$ cat config.mk
export PLATFORM = sky130hd
export DESIGN_NAME = erfp_sqrt
export DESIGN_NICKNAME = d
export VERILOG_FILES = /design/src/rtl/inverse_error_function_poly_assert.svh /design/src/rtl/erfp_pkg.sv /design/src/rtl/erfp_sqrt.sv
export SDC_FILE = /design/constraint.sdc
export NUM_CORES = 2
export LEC_CHECK = 0
export BUFFER_PORTS_ARGS = -buffer_cell sky130_fd_sc_hd__buf_2
export CORE_UTILIZATION = 55
export CTS_CLUSTER_SIZE = 40
export DETAILED_ROUTE_END_ITERATION = 10
export PLACE_DENSITY = 0.71
export SETUP_SLACK_MARGIN = 0.5
export SLEW_MARGIN = 20
export SYNTH_ARGS = -nofsm -noshare
export SYNTH_HDL_FRONTEND = slang
export SYNTH_SLANG_ARGS = --single-unit
$ cat constraint.sdc
create_clock -name clk -period 5.98 [get_ports clk]
set_input_delay 1.196 -clock clk [delete_from_list [all_inputs] [get_ports clk]]
set_output_delay 1.196 -clock clk [all_outputs]
set_load 0.01 [all_outputs]
$ cat src/rtl/inverse_error_function_poly_assert.svh
// assertion macros used by the inverse error function top module
`ifndef INVERSE_ERROR_FUNCTION_POLY_ASSERT_SVH
`define INVERSE_ERROR_FUNCTION_POLY_ASSERT_SVH

// same-cycle implication, clocked on clk, off during rst
`define ERFP_ASSERT_IMP(label, ante, cons, msg) \
  label: assert property (@(posedge clk) disable iff (rst) (ante) |-> (cons)) \
    else $error(msg);

// next-cycle implication, clocked on clk, off during rst
`define ERFP_ASSERT_NXT(label, ante, cons, msg) \
  label: assert property (@(posedge clk) disable iff (rst) (ante) |=> (cons)) \
    else $error(msg);

`endif

$ cat src/rtl/erfp_pkg.sv
// types, constants and coefficient tables of the inverse error function pipeline
`timescale 1ns / 1ps

package erfp_pkg;

  typedef logic signed [31:0] x_t;
  typedef logic [32:0]        w_t;
  typedef logic [30:0]        root_t;
  typedef logic signed [34:0] coef_t;

  localparam int LOG_ROUNDS   = 28;
  localparam int SQRT_STEPS   = 31;
  localparam int HORNER_STEPS = 8;

  localparam x_t X_MIN       = 32'h8000_0000;
  localparam x_t X_NEG_CLAMP = 32'h8000_0001;

  localparam logic [29:0] LN2_Q30     = 30'd744261118;
  localparam w_t          W_SPLIT_Q28 = 33'd1342177280;
  localparam w_t          HALF5_Q28   = 33'd671088640;
  localparam w_t          THREE_Q28   = 33'd805306368;

  localparam coef_t CENTRAL_COEF [HORNER_STEPS+1] = '{
    35'sd30, 35'sd369, -35'sd3783, -35'sd4715, 35'sd234699, -35'sd1346177,
    -35'sd4485752, 35'sd264828464, 35'sd1612126078
  };

  localparam coef_t TAIL_COEF [HORNER_STEPS+1] = '{
    -35'sd214978, 35'sd108395, 35'sd1448846, -35'sd3944314, 35'sd6162749,
    -35'sd8184556, 35'sd10134910, 35'sd1075539332, 35'sd3041885698
  };

endpackage

$ cat src/rtl/erfp_sqrt.sv
// square root pipeline, one root bit per stage, w and x ride along
`timescale 1ns / 1ps

module erfp_sqrt import erfp_pkg::*; (
  input  logic  clk,
  input  logic  rst,
  input  logic  en,
  input  logic  in_valid,
  input  x_t    in_x,
  input  w_t    in_w,
  output logic  out_valid,
  output x_t    out_x,
  output w_t    out_w,
  output root_t out_s
);

  logic        vs   [SQRT_STEPS+1];
  x_t          xs   [SQRT_STEPS+1];
  w_t          ws   [SQRT_STEPS+1];
  logic [61:0] rem  [SQRT_STEPS+1];
  logic [61:0] root [SQRT_STEPS+1];

  // radicand is w in q.56
  assign vs[0]   = in_valid;
  assign xs[0]   = in_x;
  assign ws[0]   = in_w;
  assign rem[0]  = {1'b0, in_w, 28'b0};
  assign root[0] = '0;

  for (genvar i = 0; i < SQRT_STEPS; i++) begin : g_step
    localparam logic [61:0] BIT = 62'(1) << (2 * (SQRT_STEPS - 1 - i));
    logic [61:0] trial;
    logic        fits;

    assign trial = root[i] + BIT;
    assign fits  = rem[i] >= trial;

    // restoring step
    always_ff @(posedge clk) begin
      if (rst) vs[i+1] <= 1'b0;
      else if (en) vs[i+1] <= vs[i];
      if (en) begin
        xs[i+1]   <= xs[i];
        ws[i+1]   <= ws[i];
        rem[i+1]  <= fits ? rem[i] - trial : rem[i];
        root[i+1] <= fits ? (root[i] >> 1) + BIT : root[i] >> 1;
      end
    end
  end

  assign out_valid = vs[SQRT_STEPS];
  assign out_x     = xs[SQRT_STEPS];
  assign out_w     = ws[SQRT_STEPS];
  assign out_s     = root[SQRT_STEPS][30:0];

endmodule

======== After elaboration in Yosys (flattened, before gate mapping) ========
Index checks and enable logic that the tools add are counted.
cells by class
  order comparisons ....................... 31
  muxes and demuxes ....................... 61
  add/subtract/negate cells ............... 90
operators with widths
  cell                      number
  $mux W61                  31
  $ge A62 B62 Y1            30
  $mux W62                  29
  $sub A62 B62 Y62          29
  $add A61 B11 Y62 const B  1
  $add A61 B13 Y62 const B  1
  $add A61 B15 Y62 const B  1
  $add A61 B17 Y62 const B  1
  $add A61 B19 Y62 const B  1
  $add A61 B21 Y62 const B  1
  $add A61 B23 Y62 const B  1
  $add A61 B25 Y62 const B  1
  $add A61 B27 Y62 const B  1
  $add A61 B29 Y62 const B  1
  $add A61 B3 Y62 const B   1
  $add A61 B31 Y62 const B  1
  $add A61 B33 Y62 const B  1
  $add A61 B35 Y62 const B  1
  $add A61 B37 Y62 const B  1
  $add A61 B39 Y62 const B  1
  $add A61 B41 Y62 const B  1
  $add A61 B43 Y62 const B  1
  $add A61 B45 Y62 const B  1
  $add A61 B47 Y62 const B  1
  43 further kinds          43
storage, ports and cells
  logic and storage cells ................. 366
  output and inout bits ................... 97
  input port bits ......................... 69
  register bits after elaboration ......... 5797

======== Longest topological paths before layout ========
  depth in word-level cells ............... 3
  gate-level depth with buffers ........... 15
  depth with buffers taken out ............ 14

======== Worst setup path after synthesis ========
No wires, ideal clock.
  path kind ............................... reg-to-reg
  start point ............................. register rem[256] (netlist bit)
  end point ............................... register rem[242] (netlist bit) (data pin)
  data arrival time ....................... 3.859 ns
  path slack .............................. 1.863 ns
  cell stages (with the launch flop) ...... 12
  cell sequence ........................... edfxtp_1 ha_1 fa_1 a211oi_1 o211ai_1 a221oi_1 o21ai_1 a2111oi_2 nor3_1 or4_1 or4_1 xnor2_1
on the way
  longest elaborated chain between the ends .. 2
  elaborated cells between the ends (all ways) .. 3
RTL lines
  element                                             line                              text
  start: declaration                                  erfp_sqrt.sv:20                   logic [61:0] rem [SQRT_STEPS+1];
  start signal: indexed assignment                    erfp_sqrt.sv:45                   rem[i+1] <= fits ? rem[i] - trial : rem[i];
  $sub A62 B62 Y62 or $ge A62 B62 Y1 (tied branches)  erfp_sqrt.sv:45, erfp_sqrt.sv:36
  $mux W62 *                                          erfp_sqrt.sv:45
Mark *: on every way between the ends. The rest lies on a longest branch, timed or not.
A chain may end at the register's enable or synchronous reset.

======== Final worst setup path ========
Same ends and word-level chain as after synthesis.

==> Flow_metrics.wiki <==
{| class="wikitable"
! Metric !! Value
|-
| Buffer levels on the longest clock path || 4
|-
| Row cnt || 187
|-
| Outcome || completed
|-
| PD cells || 392 nW/um^2
|-
| Share of total power in combinational logic || 0.152
|-
| DR vias/cell || 5.65
|-
| Post-placement worst setup slack || approximately 0.9 ns
|-
| Number of distinct library cells after synthesis || 92
|-
| Largest net degree at the start of global routing || 166
|-
| Design internal power || 46.3 mW
|-
| GRT Max-Usage Layer || met2
|-
| Final setup TNS || 0 ns
|-
| DPL Wire Length || 189 mm
|-
| Post-detailed-route wirelength per cell || roughly 20 microns
|-
| Final Setup Violations || 0
|-
| Global routing met1 resource utilization || 0.264
|-
| Total of buffers placed on input and output ports || 165
|-
| EDFF count, synth || 3428
|-
| Post-detailed-route DRC marker count || 0
|-
| Most frequent cell after synthesis || edfxtp_1
|-
| Worst min-delay path startpoint || xs[206]
|-
| Starting Density || 0.553
|-
| Number of violations of the max-capacitance limit || 0
|-
| Global-route wire length before repair || ~430 mm
|-
| Max VDD drop || 309 uV
|-
| Floorplan die width || 513 microns
|-
| Number of H-tree levels || 5
|-
| Setup slack of the worst register-to-register path || 0.80 ns
|-
| Routed wire length || roughly 280 mm
|-
| Worst slew margin relative to its limit || 0.266
|-
| Final critical-path setup slack || 0.803 ns
|-
| Count of cells along the worst register-to-register path || 11
|-
| Unrepaired setup endpoints after global routing || false
|-
| Portion of total power attributed to the clock network || 0.348
|-
| Signal arrival time at the worst endpoint || between 5 and 6 ns
|-
| CP Max Fanout || 6
|-
| Share of the synthesized area in the top cell type || 0.717
|-
| Ys Warns || 0
|-
| Setup fix buffers added after clock tree synthesis || 0
|-
| Placeable Area || 259000 sq um
|-
| Register share of total power || 0.501
|-
| Count of pins over their slew limit || 0
|-
| Ranking of synthesized cells by area || edfxtp_1 72%, ha_1 4.3%, xnor2_1 2.7%
|-
| Total via count after detailed routing || 78118
|-
| Number of placed I/O pins || 166
|-
| Later-pin clock latency in the skew report || approximately 0.87 ns
|-
| Maximum operating frequency || 193 MHz
|-
| Ratio of final minimum period to clock period || 0.866
|-
| Post-Syn Instances || 9731
|-
| Final nets || 10714
|-
| Classification of the worst setup path || register to register
|-
| Height of the die || roughly 510 microns
|-
| Most frequent cells after synthesis || 3428 x edfxtp_1, 637 x inv_1, 628 x nand2_1
|-
| Leading area contributor after synthesis || edfxtp_1
|-
| Worst EP required || 6.58 ns
|-
| Number of synthesized register bits || 3459
|-
| Instance count along the most critical hold path || 0
|-
| Proportion of layout cells with a drive suffix above 1 || 0.0864
|-
| Count of antenna-violating nets left after detailed routing || 0
|-
| Final number of hold-violating endpoints || 0
|-
| Most used flip-flop cell after synthesis || edfxtp_1
|-
| Element type at the critical path start || register
|-
| Clock root cell || clkbuf_16
|-
| Total clock buffers created by CTS || 355
|-
| Worst-path clk slew || 0.06 ns
|-
| Post-synth ARST share || 0
|-
| Length of the first detailed-routing pass in iterations || 6
|-
| Final Total Pwr || roughly 63 mW
|-
| Initial DRC Count || 6432
|-
| R2R Path End || rem[242]
|-
| Reported leakage power || approximately 60 nW
|-
| Net Sw Power || 16.5 mW
|-
| TritonCTS clock tree || yes
|-
| Critical path endpoint category || register
|-
| Average size of a mapped cell || 14.7 sq um
|-
| Hold Crit Endpoint || xs[174]
|-
| Period minus WS final || 5.18 ns
|-
| Full die area || 263000 sq um
|-
| Final weighted congestion in routability-driven placement || approximately 0.96
|-
| Startpoint of the worst-slack reg-to-reg timing path || rem[256]
|-
| Class of the tightest hold or removal check || register to register
|-
| Hold buffer count at CTS || 0
|-
| Total GRT Usage || 0.209
|-
| Post-Synthesis Cell Area || 143000 sq um
|-
| Sequential-to-total area share from yosys stat || 0.722
|-
| Antenna violations before repair || 6
|-
| Worst Max-Slew Pin Slew || ~1.1 ns
|-
| Met2 Use GR || 0.361
|-
| Post-cts gate resize count || 0
|-
| Worst Clk Skew || 0.0640 ns
|-
| Layout overhead on the synthesized area || 11.7%
|-
| Total overflow reported by the global router || 0
|-
| Net Sw Frac || 0.262
|-
| Clock Sink Count || about 3500
|-
| Met3 Use GR || 0.0350
|-
| Via count of the first global-routing pass || 78385
|}
[routing by layer]
| layer | wire length, microns | vias up |
|---|---|---|
| li1 | - | 37319 |
| met4 | 10200 | 2 |
| met3 | 14900 | 630 |
| met1 | 115000 | 37970 |
| met2 | 138000 | 2197 |
| met5 | 38 | - |
[through the flow]
step / instance area [sq um] / instances / hold WS [ns] / util
2_1_floorplan: 143000 / 9732 / 0.400 / -
3_3_place_gp: 149000 / 13181 / 0.400 / 0.573
3_5_place_dp: 149000 / 13181 / 0.405 / 0.573
4_1_cts: 160000 / 13822 / 0.372 / 0.617
5_1_grt: 160000 / 13826 / 0.373 / 0.617
6_report: 160000 / 13828 / 0.380 / 0.617
[cell type report]
cell class | instances | area [sq um]
antenna | 6 | 15.0
clock buffer | 430 | 9280
clock inverter | 211 | 2220
fill | 18799 | 99300
inverter | 641 | 2410
multi-input combinational | 5406 | 36500
sequential | 3459 | 104000
tap | 3402 | 4260
timing repair buffer | 273 | 1990
[registers in the layout (all words and copies together), names as in the netlist, 30 cells and up]
name and cells:
root 465, out_s 31, rem 917, xs 960
vs 30, out_w 33, out_x 32, ws 990
[cells in the final DEF (no fill, tap or decap), types with 30 or more instances in the layout]
cell type	n
a211oi_1	50
a21o_1	239
a21oi_1	455
a31oi_1	44
and2_1	35
and3_1	43
buf_2	164
buf_4	81
bufinv_16	38
clkbuf_1	68
clkbuf_16	359
clkinv_1	73
clkinv_2	65
dfxtp_1	31
edfxtp_1	3428
ha_1	496
inv_1	637
mux2_2	35
mux2i_1	37
nand2_1	628
nand2b_1	93
nand3_1	152
nand3b_1	39
nand4_1	97
nand4b_1	30
nor2_1	520
nor2b_1	75
nor3_1	210
nor4_1	174
o211ai_1	34
o21a_1	82
o21ai_0	478
o21bai_1	54
o31ai_1	42
or2_2	39
or3_1	87
or4_1	38
xnor2_1	441
xor2_1	328
[kinds of logic (layout without fill, tap and decap cells)]
| group | Yosys count | in the layout | synth area share |
|---|---|---|---|
| AOI/OAI and AO/OA | 1704 | 1704 | 0.0742 |
| xor gates and xnor gates | 769 | 769 | 0.0469 |
| adders and majority gates | 509 | 509 | 0.0451 |
| buffers and inverters | 867 | 1555 | 0.0245 |
| DFF | 3459 | 3459 | 0.722 |
| muxes | 73 | 73 | 0.00541 |
| other | 1 | 8 | 0.0000261 |
| and+or+nand+nor | 2349 | 2349 | 0.0820 |
[worst max path at each step]
stage	start	end	slack, ns	depth (start not counted)
finish	rem[256]	rem[242]	0.80	11
global route	rem[256]	rem[237]	0.53	11
CTS	rem[256]	rem[242]	0.90	11
detailed placement	rem[256]	rem[242]	0.93	11
global placement	rem[256]	rem[242]	0.98	11
floorplan	rem[256]	rem[242]	1.86	11
[power groups by stage]
stage / Combinational, mW / Clock, mW / Sequential [mW]
2_1_floorplan: 6.76 / 0 / 31.1
3_3_place_gp: 9.17 / 0 / 31.8
3_5_place_dp: 9.37 / 0 / 31.8
4_1_cts: 9.44 / 22.4 / 31.4
5_1_grt: 10.5 / 23.3 / 31.6
6_report: 9.52 / 21.8 / 31.4
[critical path, stage by stage, from the launching register on]
cell and delay (ns):
edfxtp_1 0.47, ha_1 0.30, fa_1 0.44, a211oi_1 0.38, o211ai_1 0.24, a221oi_1 0.56, o21ai_1 0.33, a2111oi_2 0.72
nor3_1 0.26, or4_1 0.60, or4_1 0.46, xnor2_1 0.14
No activity file was read; power rests on OpenSTA's default activity.
